<file path="src/hdl/dvt_pkg.sv">
package dvt_pkg;

    localparam int SLOT_BITS     = 6;
    localparam int SLOT_COUNT    = 2 ** SLOT_BITS;
    localparam int LANE_COUNT    = 8;
    localparam int EXPONENT_BITS = 8;
    localparam int WORD_BITS     = 64;

    localparam int USED_LANES = (LANE_COUNT * EXPONENT_BITS <= WORD_BITS) ?
                                LANE_COUNT : WORD_BITS / EXPONENT_BITS;
    localparam int USED_BITS  = USED_LANES * EXPONENT_BITS;

    localparam logic [WORD_BITS-1:0] USED_MASK = (USED_BITS >= WORD_BITS) ?
        {WORD_BITS{1'b1}} : ((WORD_BITS'(1) << USED_BITS) - WORD_BITS'(1));

    localparam logic signed [EXPONENT_BITS:0] LANE_LIMIT =
        (EXPONENT_BITS + 1)'((2 ** (EXPONENT_BITS - 1)) - 1);

    localparam logic [2:0] MODE_INSERT   = 3'd0;
    localparam logic [2:0] MODE_PRODUCT  = 3'd1;
    localparam logic [2:0] MODE_QUOTIENT = 3'd2;
    localparam logic [2:0] MODE_DELETE   = 3'd3;
    localparam logic [2:0] MODE_READ     = 3'd4;
    localparam logic [2:0] MODE_CHECK    = 3'd5;

    localparam logic [1:0] ST_OK   = 2'd0;
    localparam logic [1:0] ST_FULL = 2'd1;
    localparam logic [1:0] ST_FREE = 2'd2;

    typedef struct packed {
        logic [2:0]           mode;
        logic [SLOT_BITS-1:0] slot_a;
        logic [SLOT_BITS-1:0] slot_b;
        logic [WORD_BITS-1:0] vector_in;
    } req_t;

    typedef struct packed {
        logic [1:0]           status;
        logic [SLOT_BITS-1:0] slot_out;
        logic [WORD_BITS-1:0] vector_out;
        logic                 differs;
        logic                 saturated;
    } rsp_t;

endpackage

</file>
<file path="src/hdl/dvt_ram.sv">
module dvt_ram (
    input  logic                          clk,
    input  logic                          we,
    input  logic [dvt_pkg::SLOT_BITS-1:0] waddr,
    input  logic [dvt_pkg::WORD_BITS-1:0] wdata,
    input  logic                          ren,
    input  logic [dvt_pkg::SLOT_BITS-1:0] raddr_a,
    input  logic [dvt_pkg::SLOT_BITS-1:0] raddr_b,
    output logic [dvt_pkg::WORD_BITS-1:0] rdata_a,
    output logic [dvt_pkg::WORD_BITS-1:0] rdata_b
);
    import dvt_pkg::*;

    logic [WORD_BITS-1:0] mem [SLOT_COUNT];
    logic [WORD_BITS-1:0] rdata_a_reg;
    logic [WORD_BITS-1:0] rdata_b_reg;

    always_ff @(posedge clk)
    begin
        if (we)
        begin
            mem[waddr] <= wdata;
        end
    end

    // forward a same-cycle write to the read ports
    always_ff @(posedge clk)
    begin
        if (ren)
        begin
            rdata_a_reg <= (we && (waddr == raddr_a)) ? wdata : mem[raddr_a];
            rdata_b_reg <= (we && (waddr == raddr_b)) ? wdata : mem[raddr_b];
        end
    end

    assign rdata_a = rdata_a_reg;
    assign rdata_b = rdata_b_reg;

endmodule

</file>
<file path="config.mk">
export PLATFORM = sky130hd
export DESIGN_NAME = dvt_ram
export DESIGN_NICKNAME = d
export VERILOG_FILES = /design/src/hdl/dvt_pkg.sv /design/src/hdl/dvt_ram.sv
export SDC_FILE = /design/constraint.sdc
export NUM_CORES = 2
export LEC_CHECK = 0
export BUFFER_PORTS_ARGS = -buffer_cell sky130_fd_sc_hd__buf_2
export CORE_UTILIZATION = 57
export DETAILED_ROUTE_END_ITERATION = 16
export GPL_TIMING_DRIVEN = 0
export HOLD_SLACK_MARGIN = 0.06
export PLACE_DENSITY = 0.74
export SYNTH_ARGS = -nofsm -noshare
export SYNTH_HDL_FRONTEND = slang
export SYNTH_SLANG_ARGS = --single-unit
</file>
<file path="constraint.sdc">
create_clock -name clk -period 5.9 [get_ports clk]
set_clock_uncertainty 0.2 [all_clocks]
set_input_delay 0.59 -clock clk [delete_from_list [all_inputs] [get_ports clk]]
set_output_delay 0.59 -clock clk [all_outputs]
set_load 0.1 [all_outputs]
</file>
Word level (Yosys, flattened, before mapping) --
Memories as Yosys holds them, arrays and structs flattened. A register that Yosys moved wholly into a read port is not among the register bits. Cells that the tools add are included.
Cells by class: add/subtract/negate cells 0, multipliers 0, divide/modulo/power cells 0, $lt $le $gt $ge 0, eq/ne operators 0, shift operators 0, multiplexer cells 2, bitwise gates (word level) 0, reductions and logical operators 0
Operators with widths (count):
- 1-bit 2-to-1 mux | 2
Storage, ports and cells: register bits after elaboration 0, latch bits 0, RAM bits 4096, bits in read-only memories 0, output and inout port bits 128, memories kept 1
Memory list:
- mem | words 64, width 64, read ports 2, clocked after Yosys merged registers in 2, wr ports 1, RTL line dvt_ram.sv:14 | logic [WORD_BITS-1:0] mem [SLOT_COUNT];

Longest topological paths before layout --
depth after elaboration 2, depth in mapped cells 11

Least setup slack after synthesis --
OpenSTA, ideal clock, no wires.
kind in2reg, start input waddr[5] (netlist bit), end memory mem[48][0], enable pin, library setup time 0.565 ns, arrival time 5.699 ns, required time 5.135 ns, setup slack -0.563 ns, cell stages on the path 4, path buffers 1, cell sequence clkbuf_1 nand3_1 or3_1 nor3_1
RTL lines:
- start, declared | RTL line dvt_ram.sv:4 | input logic [dvt_pkg::SLOT_BITS-1:0] waddr,
- end, declared | RTL line dvt_ram.sv:14
Straight into the memory's write port.

==> impl_metrics.tcl <==
set metrics [dict create \
    synth_area_leaders "edfxtp_1 65%, mux4_2 18%, mux2i_1 5.3%" \
    cts.path.max_buffers 4 \
    antenna_left 0 \
    synth_area_leader_cell "edfxtp_1" \
    power.leakage_uw 0.0710 \
    synth_top_family_by_area "multiplexers" \
    status "complete, but fails checks" \
    clock-sinks 4224 \
    hold_path_class "in2reg" \
    wire_per_inst_um 42.6 \
    nFillCells 22277 \
    crit_family "buffers and inverters" \
    rsz0062_at_grt "false" \
    crit_fanout 11 \
    largest_reg_flops 4096 \
    syn_inst 10114 \
    yosysSeqAreaShare 0.653 \
    grt_remaining_overflow 0 \
    grt_start_max_net_pins 68 \
    whs_path_depth 1 \
    path_cells "buf_2 > buf_2 > buf_2 > and2_1 > buf_2 > clkbuf_1 > a22oi_1 > a31oi_1 > a211o_1" \
    portBuffers 197 \
    worst-path-stages 9 \
    final-setup-viol-count 0 \
    grt_pass1_vias 120297 \
    cts.clk_slew.worst_paths_ns 0.07 \
    synthAdderAreaFrac 0 \
    routed_wirelength_mm 678 \
    end_kind "register" \
    grt_util_all_layers 0.393 \
    cts_buffers 427 \
    async_flop_share 0 \
    core_area_sq_mm 0.338 \
    final_common_cell "edfxtp_1" \
    power.total_uw 67800 \
    multi_input_area_sq_mm 0.0636 \
    final.setup.tns_ns 0 \
    initial_core_util 0.575 \
    area_growth_pct 13.1 \
    yosysWarnings 0 \
    max-slew-margin-rel -0.0895 \
    nets 11040 \
    violations "capacitance limit, slew limit" \
    clock_latency_ns 1.05 \
    crit_top_cell "buf_2" \
    synth.area.mux_share 0.246 \
    syn_area_per_cell_sq_um 19.2 \
    post-cts-setup-buffers 0 \
    drc 0 \
    die-height_um 586 \
    num_vias 122649 \
    post_dp_cell_area_sq_mm 0.205 \
    drtIter0Drc 21344 \
    powerDensity_mw_per_mm2 308 \
    row_count 213 \
    slowest_delay_ns 0.82 \
    synth_edf_count 4224 \
    syn-cell-area_sq_mm 0.194 \
    syn_nets 10199 \
    grt_pass1_wl_mm 928 \
    seqCellArea_sq_mm 0.127 \
    gp_congestion 0.959 \
    synth_top_area_frac 0.653 \
    tightest_slew_ns 1.62 \
    min_period_ns 5.28 \
    cp_slowest_cell "clkbuf_1" \
    synth-simple-area-share 0.0153 \
    layout_common_cells "4,224 x edfxtp_1, 1,532 x mux4_2, 1,038 x mux2i_1, 500 x buf_2, 432 x clkbuf_16" \
    synth_cell_type_count 37 \
    cap_viol_max_count 14 \
    max_freq_mhz 189 \
    worstPathRequired_ns 6.47 \
    critPathKind "in2reg" \
    min_period_over_period 0.895 \
    synth_xor_xnor_area_share 0.000541 \
    cts_tree "built" \
    peakVddDrop_mv 0.311 \
    hold_viol_final 0 \
    cts_max_level 5 \
    rr_worst_depth 6 \
    worstPathArrival_ns 5.85 \
    root_buffer "clkbuf_16" \
    synth_ff_type "edfxtp_1" \
    drt_first_pass_iters 10 \
    drive_above_1_share 0.292 \
    report.final.slew_viol_count 331 \
    critPathLaunchType "input port" \
    synth-seq-cells 4224 \
    stdcell_area_sq_mm 0.220 \
    avgViaCountPerCell 7.70 \
    hpwl_mm 463 \
    die_area_sq_mm 0.343 \
    path_buf_inv 5 \
    antenna_found_initial 70 \
    ioPinCount 213 \
    die_w_um 586 \
    synth_compound_area_frac 0.0632 \
]
## cells in the mapped netlist (3+ instances only)
library cell	count
buf_4	61
inv_1	4
nor3_1	128
buf_6	67
a22oi_1	386
buf_1	50
edfxtp_1	4224
o22ai_1	124
a211o_1	126
mux2i_1	1038
o21ai_0	9
nand3_1	26
a22o_1	250
buf_2	316
or3_1	3
a211oi_1	252
nor2_1	83
clkbuf_1	350
mux2_2	250
a2111oi_0	126
and2_1	6
nand2b_1	6
nand4_1	5
mux4_2	1532
nand2_1	29
a21oi_1	126
xor2_1	10
a31oi_1	252
nor2b_1	263
## cell type report
type	count	area share
antenna	105	0.00120
buffer	845	0.0197
clock buffer	515	0.0506
clock inverter	266	0.0124
inverter	4	0.0000683
multi-input combinational	5041	0.289
sequential	4224	0.577
tap	4515	0.0257
timing repair buffer	412	0.0238
## logic make-up after synthesis
group / after synthesis
simple gates: 551
buf+inv: 849
compound gates: 1658
flops: 4224
xor+xnor: 12
mux: 2820
## where the power goes
part	internal, uW	switching [uW]
clock	15500	12000
sequential	33400	113
combinational	2120	4760
## metrics by stage
stage               setup slack [ns]  cells  hold WS, ns   util
floorplan                      0.926  10114        0.489      -
global placement               -3.66  14826        0.868  0.594
detailed placement             0.146  15009        0.858  0.607
CTS                             1.20  15791       0.0904  0.648
global route                   0.981  15861        0.158  0.650
finish                         0.622  15927        0.142  0.650
## layer usage
layer / vias up / part of all wire / GRT usage
met5: - / 0.00042 / 0.00546
met4: 36 / 0.083 / 0.275
met3: 2311 / 0.16 / 0.155
met2: 11655 / 0.43 / 0.550
met1: 62962 / 0.33 / 0.503
li1: 45685 / - / -
## path summary, 6_finish.rpt
| kind | start | endpoint | slack (ns) |
|---|---|---|---|
| max | raddr_a[4] | rdata_a[56]$_DFFE_PP_ | 0.62 |
| min | wdata[62] | mem[25][62]$_DFFE_PP_ | 0.14 |
| max reg2reg | mem[37][1]$_DFFE_PP_ | rdata_a[1]$_DFFE_PP_ | 2.17 |
| min reg2reg | mem[39][57]$_DFFE_PP_ | rdata_b[57]$_DFFE_PP_ | 0.90 |
## timing repair
item                      CTS  global route
hold buffers                1            22
hold endpoints to repair   66           661
resized for setup           0             0
Note: power is estimated with default switching activity, not from simulation.
