$ cat src/hdl/dvt_pkg.sv
package dvt_pkg;

    localparam int SLOT_BITS     = 6;
    localparam int SLOT_COUNT    = 2 ** SLOT_BITS;
    localparam int LANE_COUNT    = 8;
    localparam int EXPONENT_BITS = 8;
    localparam int WORD_BITS     = 64;

    localparam int USED_LANES = (LANE_COUNT * EXPONENT_BITS <= WORD_BITS) ?
                                LANE_COUNT : WORD_BITS / EXPONENT_BITS;
    localparam int USED_BITS  = USED_LANES * EXPONENT_BITS;

    localparam logic [WORD_BITS-1:0] USED_MASK = (USED_BITS >= WORD_BITS) ?
        {WORD_BITS{1'b1}} : ((WORD_BITS'(1) << USED_BITS) - WORD_BITS'(1));

    localparam logic signed [EXPONENT_BITS:0] LANE_LIMIT =
        (EXPONENT_BITS + 1)'((2 ** (EXPONENT_BITS - 1)) - 1);

    localparam logic [2:0] MODE_INSERT   = 3'd0;
    localparam logic [2:0] MODE_PRODUCT  = 3'd1;
    localparam logic [2:0] MODE_QUOTIENT = 3'd2;
    localparam logic [2:0] MODE_DELETE   = 3'd3;
    localparam logic [2:0] MODE_READ     = 3'd4;
    localparam logic [2:0] MODE_CHECK    = 3'd5;

    localparam logic [1:0] ST_OK   = 2'd0;
    localparam logic [1:0] ST_FULL = 2'd1;
    localparam logic [1:0] ST_FREE = 2'd2;

    typedef struct packed {
        logic [2:0]           mode;
        logic [SLOT_BITS-1:0] slot_a;
        logic [SLOT_BITS-1:0] slot_b;
        logic [WORD_BITS-1:0] vector_in;
    } req_t;

    typedef struct packed {
        logic [1:0]           status;
        logic [SLOT_BITS-1:0] slot_out;
        logic [WORD_BITS-1:0] vector_out;
        logic                 differs;
        logic                 saturated;
    } rsp_t;

endpackage

$ cat src/hdl/dvt_lanes.sv
module dvt_lanes (
    input  logic [dvt_pkg::WORD_BITS-1:0] a,
    input  logic [dvt_pkg::WORD_BITS-1:0] b,
    input  logic                          sub,
    output logic [dvt_pkg::WORD_BITS-1:0] result,
    output logic                          sat
);
    import dvt_pkg::*;

    always_comb
    begin
        logic signed [EXPONENT_BITS:0] x;
        logic signed [EXPONENT_BITS:0] y;
        logic signed [EXPONENT_BITS:0] z;
        result = '0;
        sat    = 1'b0;
        for (int k = 0; k < USED_LANES; k++)
        begin
            x = {a[k*EXPONENT_BITS+EXPONENT_BITS-1], a[k*EXPONENT_BITS +: EXPONENT_BITS]};
            y = {b[k*EXPONENT_BITS+EXPONENT_BITS-1], b[k*EXPONENT_BITS +: EXPONENT_BITS]};
            z = sub ? (x - y) : (x + y);
            // clamp to the symmetric lane range
            if (z > LANE_LIMIT)
            begin
                z   = LANE_LIMIT;
                sat = 1'b1;
            end
            else if (z < -LANE_LIMIT)
            begin
                z   = -LANE_LIMIT;
                sat = 1'b1;
            end
            result[k*EXPONENT_BITS +: EXPONENT_BITS] = z[EXPONENT_BITS-1:0];
        end
    end

endmodule

$ cat config.mk
export PLATFORM = sky130hd
export DESIGN_NAME = dvt_lanes
export DESIGN_NICKNAME = d
export VERILOG_FILES = /design/src/hdl/dvt_pkg.sv /design/src/hdl/dvt_lanes.sv
export SDC_FILE = /design/constraint.sdc
export NUM_CORES = 1
export LEC_CHECK = 0
export ABC_AREA = 1
export BUFFER_PORTS_ARGS = -buffer_cell sky130_fd_sc_hd__buf_2
export CAP_MARGIN = 0
export CORE_UTILIZATION = 45
export DETAILED_ROUTE_END_ITERATION = 6
export PLACE_DENSITY = 0.73
export SETUP_SLACK_MARGIN = 0.02
export SKIP_LAST_GASP = 1
export SYNTH_ARGS = -nofsm -noshare
export SYNTH_HDL_FRONTEND = slang
export SYNTH_SLANG_ARGS = --single-unit
export TNS_END_PERCENT = 5
$ cat constraint.sdc
create_clock -name vclk -period 2.68
set_input_delay 0.134 -clock vclk [all_inputs]
set_output_delay 0.134 -clock vclk [all_outputs]
set_load 0.02 [all_outputs]
# After elaboration in Yosys (flattened, before gate mapping)
# Index checks and enable logic that the tools add are counted.
[word_totals]
register_bits = 0
input_bits = 129
[op_classes]
n_addsub = 16
order_cmp = 16
muxes = 40
[op_table]
columns = ["op", "count"]
rows = [
  ["8-bit 2-to-1 mux", 16],
  ["8-bit by 8-bit adder with 9-bit output", 8],
  ["9-bit by 8-bit greater-than comparator with 1-bit output (second input constant)", 8],
  ["9-bit by 8-bit < comparator with 1-bit output (second input constant)", 8],
  ["9-bit 2-to-1 mux", 8],
  ["8-bit by 8-bit subtractor with 9-bit output", 8],
  ["1-bit 2-to-1 mux", 16],
]

# Logic depth before layout (Yosys ltp)
# Gate-level depths: netlist of run 1.
[logic_depth]
ltp_word = 19
ltp_mapped = 22
depth_no_buf = 21

# Worst setup path before layout of run 1
# Ideal clock, no wire load.
[synth_timing]
path_kind = "input-to-output"
from = "in sub"
to = "out result[21] (netlist name)"
arrival_ns = 2.528
required_time_ns = 2.546
setup_slack_ns = 0.018
cell_stages = 15
n_path_buf = 3
cell_sequence = "clkbuf_8 inv_1 clkbuf_1 buf_2 nand2_1 xor2_1 ha_1 a21oi_1 o21ai_1 a21oi_2 nand3b_4 nand2_4 nand2_4 inv_1 a21oi_1"
[synth_via]
elab_chain_len = 4
[synth_lines]
columns = ["item", "line_no", "rtl"]
rows = [
  ["start, declared", "dvt_lanes.sv:4", "input logic sub,"],
  ["9-bit 2-to-1 mux (*)", "dvt_lanes.sv:21", "z = sub ? (x - y) : (x + y);"],
  ["9-bit by 8-bit < comparator with 1-bit output", "dvt_lanes.sv:28", "else if (z < -LANE_LIMIT)"],
  ["8-bit 2-to-1 mux", "dvt_lanes.sv:28", ""],
  ["8-bit 2-to-1 mux (*)", "dvt_lanes.sv:23", "if (z > LANE_LIMIT)"],
  ["end, declared", "dvt_lanes.sv:5", "output logic [dvt_pkg::WORD_BITS-1:0] result,"],
]
# Mark *: on every way between the ends. The rest lies on a longest branch, timed or not.

# Worst setup path after layout of run 1
[layout_timing]
from = "in b[42] (netlist name)"
to = "out sat"
[layout_via]
elab_chain_len = 9
[layout_lines]
columns = ["item", "line_no", "rtl"]
rows = [
  ["start, declared", "dvt_lanes.sv:3", "input logic [dvt_pkg::WORD_BITS-1:0] b,"],
  ["8-bit by 8-bit adder with 9-bit output or 8-bit by 8-bit subtractor with 9-bit output (tied branches)", "dvt_lanes.sv:21", ""],
  ["9-bit 2-to-1 mux (*)", "dvt_lanes.sv:21", ""],
  ["9-bit by 8-bit < comparator with 1-bit output", "dvt_lanes.sv:28", ""],
  ["1-bit 2-to-1 mux", "dvt_lanes.sv:28", ""],
  ["1-bit 2-to-1 mux (*)", "dvt_lanes.sv:23", ""],
  ["1-bit 2-to-1 mux (*)", "dvt_lanes.sv:28", ""],
  ["1-bit 2-to-1 mux (*)", "dvt_lanes.sv:23", ""],
  ["1-bit 2-to-1 mux (*)", "dvt_lanes.sv:28", ""],
  ["1-bit 2-to-1 mux (*)", "dvt_lanes.sv:23", ""],
  ["end, declared", "dvt_lanes.sv:6", "output logic sat"],
]
# Marked as above.

==> flow_summary.ini, run 1 <==
[status]
status = complete, but fails checks
violations = setup timing

[yosys]
synthDistinctLibCells = 39
synthesis.area_mm2 = 0.005908
synth_cells = 1046
yosys_warnings = 0
yosysTopAreaCellShare = 0.1766
syn_nets = 1255
synth_area_leaders = nand2_1 (18%), ha_1 (15%), inv_1 (14%)
synth.avg_cell_area_um2 = 5.648
yosys.area.top_type = nand2_1
ys_seq_area_frac = 0

[final_layout]
flops_and_latches = 0
syn_to_final_growth_pct = 59.34
fill_cells = 1013
fin_cells = 1552
clock_buffers = 0
seqCellArea_um2 = 0
drive_gt1_frac = 0.4259
layout.nets = 1587

[timing]
period_needed_ns = 2.760
setup_violations = 17
max_freq_mhz = 362.3
drv_slew = 0
slew_headroom = 0.7201
grt_setup_unrepaired = true
worstMarginPinSlew_ns = 0.4154
finalCritPeriodShare = 1.030
hold_viol_final = 0
finalWorstSetupSlack_ns = -0.08046

[cts]
cts_hold_buf = 0

[run]
drv_cap = 0

[worst_setup_path]
slowest_stage = ha_4
startpoint_type = input pin
required_ns = 2.55
crit_family = simple AND/OR/NAND/NOR gates
cp.arrival_ns = 2.63
crit_start = b[42]
worstSetupPathType = in2out
cp-end-kind = primary output
path_max_fanout = 4
critical_path.cell_chain = buf_2 > nor3_4 > nor3b_4 > nor2_1 > xor2_1 > inv_1 > ha_4 > a21oi_4 > o21ai_2 > a21oi_2 > nand3b_1 > nand3_4 > nand2_4 > nor2_4 > nand4_1 > buf_6
cpPeakStageDelay_ns = 0.31
critPathBufInv = 3

[route]
firstDrtPassIters = 5
drt-initial-drc-count = 443
wl_per_cell_um = 13.08
final_antenna_net_count = 0
num_vias = 7890
avgViaCountPerCell = 5.084
drc = 0
finalWirelength_mm = 20.30

[global_route]
antenna_found_initial = 4
grt_pass1_vias = 7052
grt_overflow = 0
grt_max_degree = 23
grt_pass1_wl_mm = 29.54
grt_util_all_layers = 0.2599

[placed_design]
dpl.hpwl_mm = 15.19
portBuffers = 194
gp_congestion = 0.9164
dpl.cell_count = 1536

[floorplan]
ios = 194
start_util = 0.4644
dieHeight_um = 116.6
fp.dieW_um = 116.6
num_rows = 41
core_mm2 = 0.01272
dieArea_mm2 = 0.01359

[power_and_ir_drop]
finalPower_mw = 4.136
p_leak_nw = 5.324
powerDensity_mw_per_mm2 = 439.3
peakVddDrop_uv = 299.5

[worst_hold_path]
hp-class = in2out
worstHoldStart = b[24]
where the power goes:
part           switching, mW    total, mW  internal (mW)
Combinational           2.37         4.14           1.77
Clock                      0  0.000000200    0.000000200
Sequential                 0            0              0
layout make-up:
cell class	instances	area (µm²)	area share
Multi-Input combinational cell	807	6085	0.6463
Tap cell	172	215.2	0.02286
Inverter	230	872.1	0.09264
Timing Repair Buffer	339	2232	0.2371
Antenna cell	4	10.01	0.001063
cell usage after synthesis, types with 2 or more instances:
cell,count
fa_1,8
xor2_1,34
nand4_2,4
nand3b_1,21
xnor2_1,21
nand2_4,9
inv_1,224
xor2_2,2
mux2i_1,3
a22oi_1,5
nor3_1,11
ha_1,72
o21ai_2,2
a31oi_1,2
o21ai_0,23
o21a_1,8
inv_2,6
a21oi_2,12
o21ai_1,11
nor3b_1,2
nand3b_4,3
nor2_1,53
nor2_2,3
a21oi_1,56
nand2_2,24
nand4_1,39
nand3_2,9
nand2_1,278
nand3_1,70
clkbuf_1,6
or2_1,11
o31ai_1,7
worst paths after layout:
| check | slack [ns] | cells after the start | end |
|---|---|---|---|
| setup / recovery | -0.08 | 16 | sat |
| hold / removal | 0.77 | 4 | result[24] |
kinds of logic (layout without fill, tap and decap cells):
kind of cell               after synthesis  count (layout)  synth area share
AOI/OAI and AO/OA                      128             128            0.1285
other                                    0               4                 0
buffers and inverters                  239             569            0.1550
xor gates and xnor gates                57              57           0.08704
and+or+nand+nor                        539             539            0.4447
adders and majority gates               80              80            0.1796
muxes                                    3               3          0.005083
layout by cell type, fill, tap and decap left out, types with 21 or more instances in the layout:
cell type,instances
nand2_2,45
nor2_1,41
inv_1,202
buf_2,174
buf_4,145
inv_2,25
ha_4,32
nand2_1,246
a21oi_2,33
nand3b_1,21
nand3_1,65
xor2_1,32
a21oi_1,30
ha_1,35
nand4_1,39
worst min-delay path, stage by stage:
cell and delay [ns]:
buf_2 0.13, ha_1 0.15, nand3_1 0.07, buf_2 0.15
stage by stage:
step	util	area [µm²]	hold WS (ns)	TNS (ns)	setup WS, ns
detailed placement	0.6352	8082	0.7491	-3.243	-0.2163
CTS	0.6792	8641	0.7584	-0.0008209	-0.0007834
global route	0.7394	9407	0.8009	-7.327	-0.2474
floorplan	-	5912	0.4878	0	0.02816
finish	0.7400	9414	0.7738	-0.4588	-0.08046
global placement	0.6352	8082	0.7404	-2.129	-0.2102
layer usage:
| layer | GRT usage | share of wire |
|---|---|---|
| met1 | 0.3175 | 0.42 |
| met5 | 0 | 0.00049 |
| met4 | 0.04388 | 0.016 |
| met3 | 0.02595 | 0.049 |
| met2 | 0.4935 | 0.51 |
timing repair:
item | CTS | global route
setup endpoints to repair | 46 | 58
gates cloned | 0 | 1
pin swaps | 44 | 81
gates resized for setup | 107 | 165
setup buffers | 4 | 7
No activity file was read; power rests on OpenSTA's default activity.
==> inputs of run 2 (changes only) <==
--- a/config.mk
+++ b/config.mk
@@ -11,6 +11,7 @@
 export CORE_UTILIZATION = 45
 export DETAILED_ROUTE_END_ITERATION = 6
 export PLACE_DENSITY = 0.73
+export REMOVE_ABC_BUFFERS = 1
 export SETUP_SLACK_MARGIN = 0.02
 export SKIP_LAST_GASP = 1
 export SYNTH_ARGS = -nofsm -noshare
==> flow_summary.ini, run 2 (synthesized netlist as in run 1, its figures left out) <==
[status]
status = complete, but fails checks
violations = setup timing

[global_route]
grt_max_degree = 18
grt_util_all_layers = 0.2631
grt_pass1_vias = 7053
antenna_found_initial = 6
grt_overflow = 0
grt_pass1_wl_mm = 29.39

[final_layout]
drive_gt1_frac = 0.4392
layout.nets = 1584
final_common_cell = nand2_1
seqCellArea_um2 = 0
final_core_utilization = 0.7505
syn_to_final_growth_pct = 61.61
layout_common_cells = nand2_1 (241), inv_1 (205), buf_2 (172)
clock_buffers = 0
flops_and_latches = 0

[floorplan]
fp.dieW_um = 116.6
start_util = 0.4644
core_mm2 = 0.01272
dieHeight_um = 116.6
dieArea_mm2 = 0.01359
num_rows = 41
ios = 194

[power_and_ir_drop]
powerDensity_mw_per_mm2 = 435.2
seqPwrFrac = 0
p_switching_mw = 2.376
combPwrFrac = 1.000
intPower_mw = 1.779
power_frac_clock = 0
peakVddDrop_uv = 361.7
p_sw_frac = 0.5719
p_leak_nw = 5.361
finalPower_mw = 4.155

[placed_design]
gp_congestion = 0.8821
portBuffers = 194
dpl.hpwl_mm = 14.70

[timing]
slew_headroom = 0.7710
grt_setup_unrepaired = true
period_needed_ns = 2.766
setup_violations = 18
drv_slew = 0
finalCritPeriodShare = 1.032
worstMarginPinSlew_ns = 0.3400
max_freq_mhz = 361.6
finalWorstSetupSlack_ns = -0.08566
hold_viol_final = 0

[worst_hold_path]
hp-class = in2out
worstHoldStart = b[16]
holdPathStages = 4
hold_end = result[16]

[route]
num_vias = 7912
drt-initial-drc-count = 395
wl_per_cell_um = 13.52
final_antenna_net_count = 0
finalWirelength_mm = 20.96
avgViaCountPerCell = 5.105
drc = 0
firstDrtPassIters = 5

[worst_setup_path]
startpoint_type = input pin
required_ns = 2.55
worstSetupPathType = in2out
cp-end-kind = primary output
cp.arrival_ns = 2.63
path_max_fanout = 4
crit_start = b[35]

[run]
drv_cap = 0
-- run 2: cell count changes in the layout (fill, tap and decap cells not counted), sizes merged --
| cell | before | now |
|---|---|---|
| inv | 229 | 230 |
| bufbuf | 0 | 2 |
| diode | 4 | 5 |
| clkinvlp | 1 | 0 |
| buf | 338 | 333 |
-- run 2: critical path: stages --
cell and delay (ns):
buf_2 0.13, nor2_1 0.28, nand2_2 0.14, nand2_1 0.10, xor2_1 0.16, inv_1 0.06
ha_1 0.35, a21oi_2 0.23, o21ai_2 0.10, a21oi_4 0.12, buf_4 0.12, nand2_2 0.07
nand3_4 0.10, nand2_4 0.06, nor3_4 0.19, nand4_1 0.12, buf_6 0.15
-- run 2: layout make-up --
class / instances / area (µm²)
inverter: 230 / 875.8
tap: 172 / 215.2
antenna: 5 / 12.51
timing repair buffer: 336 / 2293
fill: 997 / 3174
multi-input combinational: 807 / 6151
-- run 2: power by group through the flow --
stage,combinational [mW],sequential [mW],clock (mW)
6_report,4.15,0,0.000000249
5_1_grt,4.53,0,0.000000200
4_1_cts,3.71,0,0
3_5_place_dp,3.44,0,0
3_3_place_gp,3.40,0,0
2_1_floorplan,2.18,0,0
-- run 2: how the worst max path moves through the flow --
| stage | cells past startpoint | to | slack, ns |
|---|---|---|---|
| after floorplan | 13 | result[60] | 0.09 |
| after global placement | 19 | sat | -0.30 |
| after detailed placement | 19 | sat | -0.31 |
| after CTS | 17 | sat | -0.007 |
| after global routing | 17 | sat | -0.25 |
| final | 17 | sat | -0.09 |
-- run 2: per-stage QoR --
step	hold WS (ns)	setup WS, ns	TNS, ns	instance area [µm²]	instances
3_3_place_gp	0.7362	-0.2968	-2.575	7970	1520
4_1_cts	0.7496	-0.007407	-0.01970	8616	1533
3_5_place_dp	0.7372	-0.3085	-4.274	7970	1520
6_report	0.7514	-0.08566	-0.4155	9548	1550
5_1_grt	0.7785	-0.2484	-6.743	9545	1549
2_1_floorplan	0.4878	0.08677	0	5856	1037
-- run 2: timing repair --
action / 4_1_cts / 5_1_grt
gates resized for setup: 107 / 196
pin swaps: 40 / 97
gates cloned: 2 / 1
hold buffers: 0 / 0
buffers inserted: 11 / 11
setup endpoints to repair: 57 / 60
-- run 2: per-layer routing --
metal,vias up,global-route usage,wire length [µm]
li1,4013,-,-
met1,3618,0.3172,8565
met2,230,0.4935,10830
met3,49,0.01661,867
met4,2,0.08439,681
met5,-,0,13
==> inputs of run 3 (changes only) <==
--- a/config.mk
+++ b/config.mk
@@ -5,12 +5,11 @@
 export SDC_FILE = /design/constraint.sdc
 export NUM_CORES = 1
 export LEC_CHECK = 0
-export ABC_AREA = 1
 export BUFFER_PORTS_ARGS = -buffer_cell sky130_fd_sc_hd__buf_2
-export CAP_MARGIN = 0
+export CAP_MARGIN = 5
 export CORE_UTILIZATION = 45
 export DETAILED_ROUTE_END_ITERATION = 6
-export PLACE_DENSITY = 0.73
+export PLACE_DENSITY = 0.76
 export REMOVE_ABC_BUFFERS = 1
 export SETUP_SLACK_MARGIN = 0.02
 export SKIP_LAST_GASP = 1
==> flow_summary.ini, run 3 <==
[status]
status = complete, but fails checks
violations = setup timing

[worst_setup_path]
critPathBufInv = 5
crit_family = compound AO/OA/AOI/OAI gates
cpPeakStageDelay_ns = 0.30
slowest_stage = ha_1
required_ns = 2.55
critPathMostFrequentCell = buf_6
path_max_fanout = 7
startpoint_type = input pin
worst-path-stages = 16
worstSetupPathType = in2out
cp.arrival_ns = 3.06
cp-end-kind = primary output
critical_path.cell_chain = buf_6 > buf_12 > buf_6 > nor2_4 > xnor2_2 > ha_1 > buf_6 > o21a_1 > o31a_1 > o31a_1 > o22ai_2 > xor2_1 > nand2_1 > a22oi_2 > nand4_1 > buf_4

[power_and_ir_drop]
finalPower_mw = 4.307
p_leak_nw = 4.143
powerDensity_mw_per_mm2 = 512.6
peakVddDrop_uv = 420.6

[final_layout]
multi_input_area_mm2 = 0.005152
drive_gt1_frac = 0.4856
layout.nets = 1319
flops_and_latches = 0
fill_cells = 739
layout_common_cells = buf_4 (220), buf_2 (183), nor2_1 (91)
syn_to_final_growth_pct = 68.28
final_common_cell = buf_4
clock_buffers = 0
seqCellArea_um2 = 0
fin_cells = 1249
stdcell_area_mm2 = 0.008403

[worst_hold_path]
holdPathStages = 5
hp-class = in2out

[floorplan]
dieArea_mm2 = 0.01152
start_util = 0.4606
num_rows = 38
dieHeight_um = 107.3
ios = 194
fp.dieW_um = 107.3
core_mm2 = 0.01084

[route]
drt-initial-drc-count = 296
avgViaCountPerCell = 5.441
drc = 0
firstDrtPassIters = 5
finalWirelength_mm = 18.69
num_vias = 6796
final_antenna_net_count = 0
wl_per_cell_um = 14.96

[global_route]
grt_pass1_wl_mm = 26.77
grt_overflow = 0
grt_util_all_layers = 0.2793
grt_pass1_vias = 6309
grt_max_degree = 14
antenna_found_initial = 0

[timing]
period_needed_ns = 3.190
finalSetupTns_ns = -16.12
hold_viol_final = 0
drv_slew = 0
max_freq_mhz = 313.5
finalCritPeriodShare = 1.190
grt_setup_unrepaired = true
worstMarginPinSlew_ns = 0.6025
finalWorstSetupSlack_ns = -0.5100
slew_headroom = 0.5932
setup_violations = 61

[placed_design]
dpl.cell_count = 1228
dpl.hpwl_mm = 13.96
place_area_mm2 = 0.007704
gp_congestion = 0.8702
portBuffers = 194

[yosys]
synth_cells = 692
synth_area_leaders = ha_1 (18%), xnor2_1 (11%), a21oi_1 (7.3%)
synthDistinctLibCells = 68
synthesis.area_mm2 = 0.004994
synth.avg_cell_area_um2 = 7.216
yosysMostFrequentCell = nor2_1
yosysTopAreaCellShare = 0.1804
yosys.area.top_type = ha_1
synth_top_cells_by_count = nor2_1 (96), a21oi_1 (73), ha_1 (72)
ys_seq_area_frac = 0
yosys_warnings = 0

[cts]
cts_hold_buf = 0

[run]
drv_cap = 0
[run 3: repair_timing]
action / CTS / global route
pin swaps: 37 / 34
gates cloned: 0 / 1
setup endpoints to repair: 61 / 64
buffers inserted: 10 / 9
gates resized for setup: 53 / 72
[run 3: cells by family after synthesis]
family	share of synthesized area
simple gates	0.2225
mux	0.02431
fa+ha+maj	0.2586
buf+inv	0.05112
compound gates	0.2543
xor+xnor	0.1892
[run 3: layout make-up]
type                       instances  area share
tap                              140     0.02085
inverter                          60     0.02918
timing repair buffer             423      0.3365
antenna                            1   0.0002978
multi-input combinational        625      0.6132
[run 3: where the power goes]
group          leakage, nW  switching, mW  internal (mW)
clock           0.00000634              0   0.0000000500
sequential               0              0              0
combinational         4.14           2.29           2.02
[run 3: worst paths after layout]
path,from,end,slack (ns)
min,a[40],result[40],0.75
max,sub,sat,-0.51
[run 3: metal layers]
metal	track usage	up-vias	wire, µm
li1	-	3332	-
met1	0.3094	3133	7515
met2	0.5516	260	9352
met3	0.03632	71	1062
met4	0.07045	0	757
met5	0	-	0
[run 3: metrics by stage]
step,utilization,worst slack [ns],hold WS (ns)
global placement,0.7106,-0.5242,0.7529
global route,0.7749,-0.5829,0.8106
CTS,0.7407,-0.4190,0.7594
detailed placement,0.7106,-0.6034,0.7552
floorplan,-,-0.3449,0.5107
finish,0.7752,-0.5100,0.7526
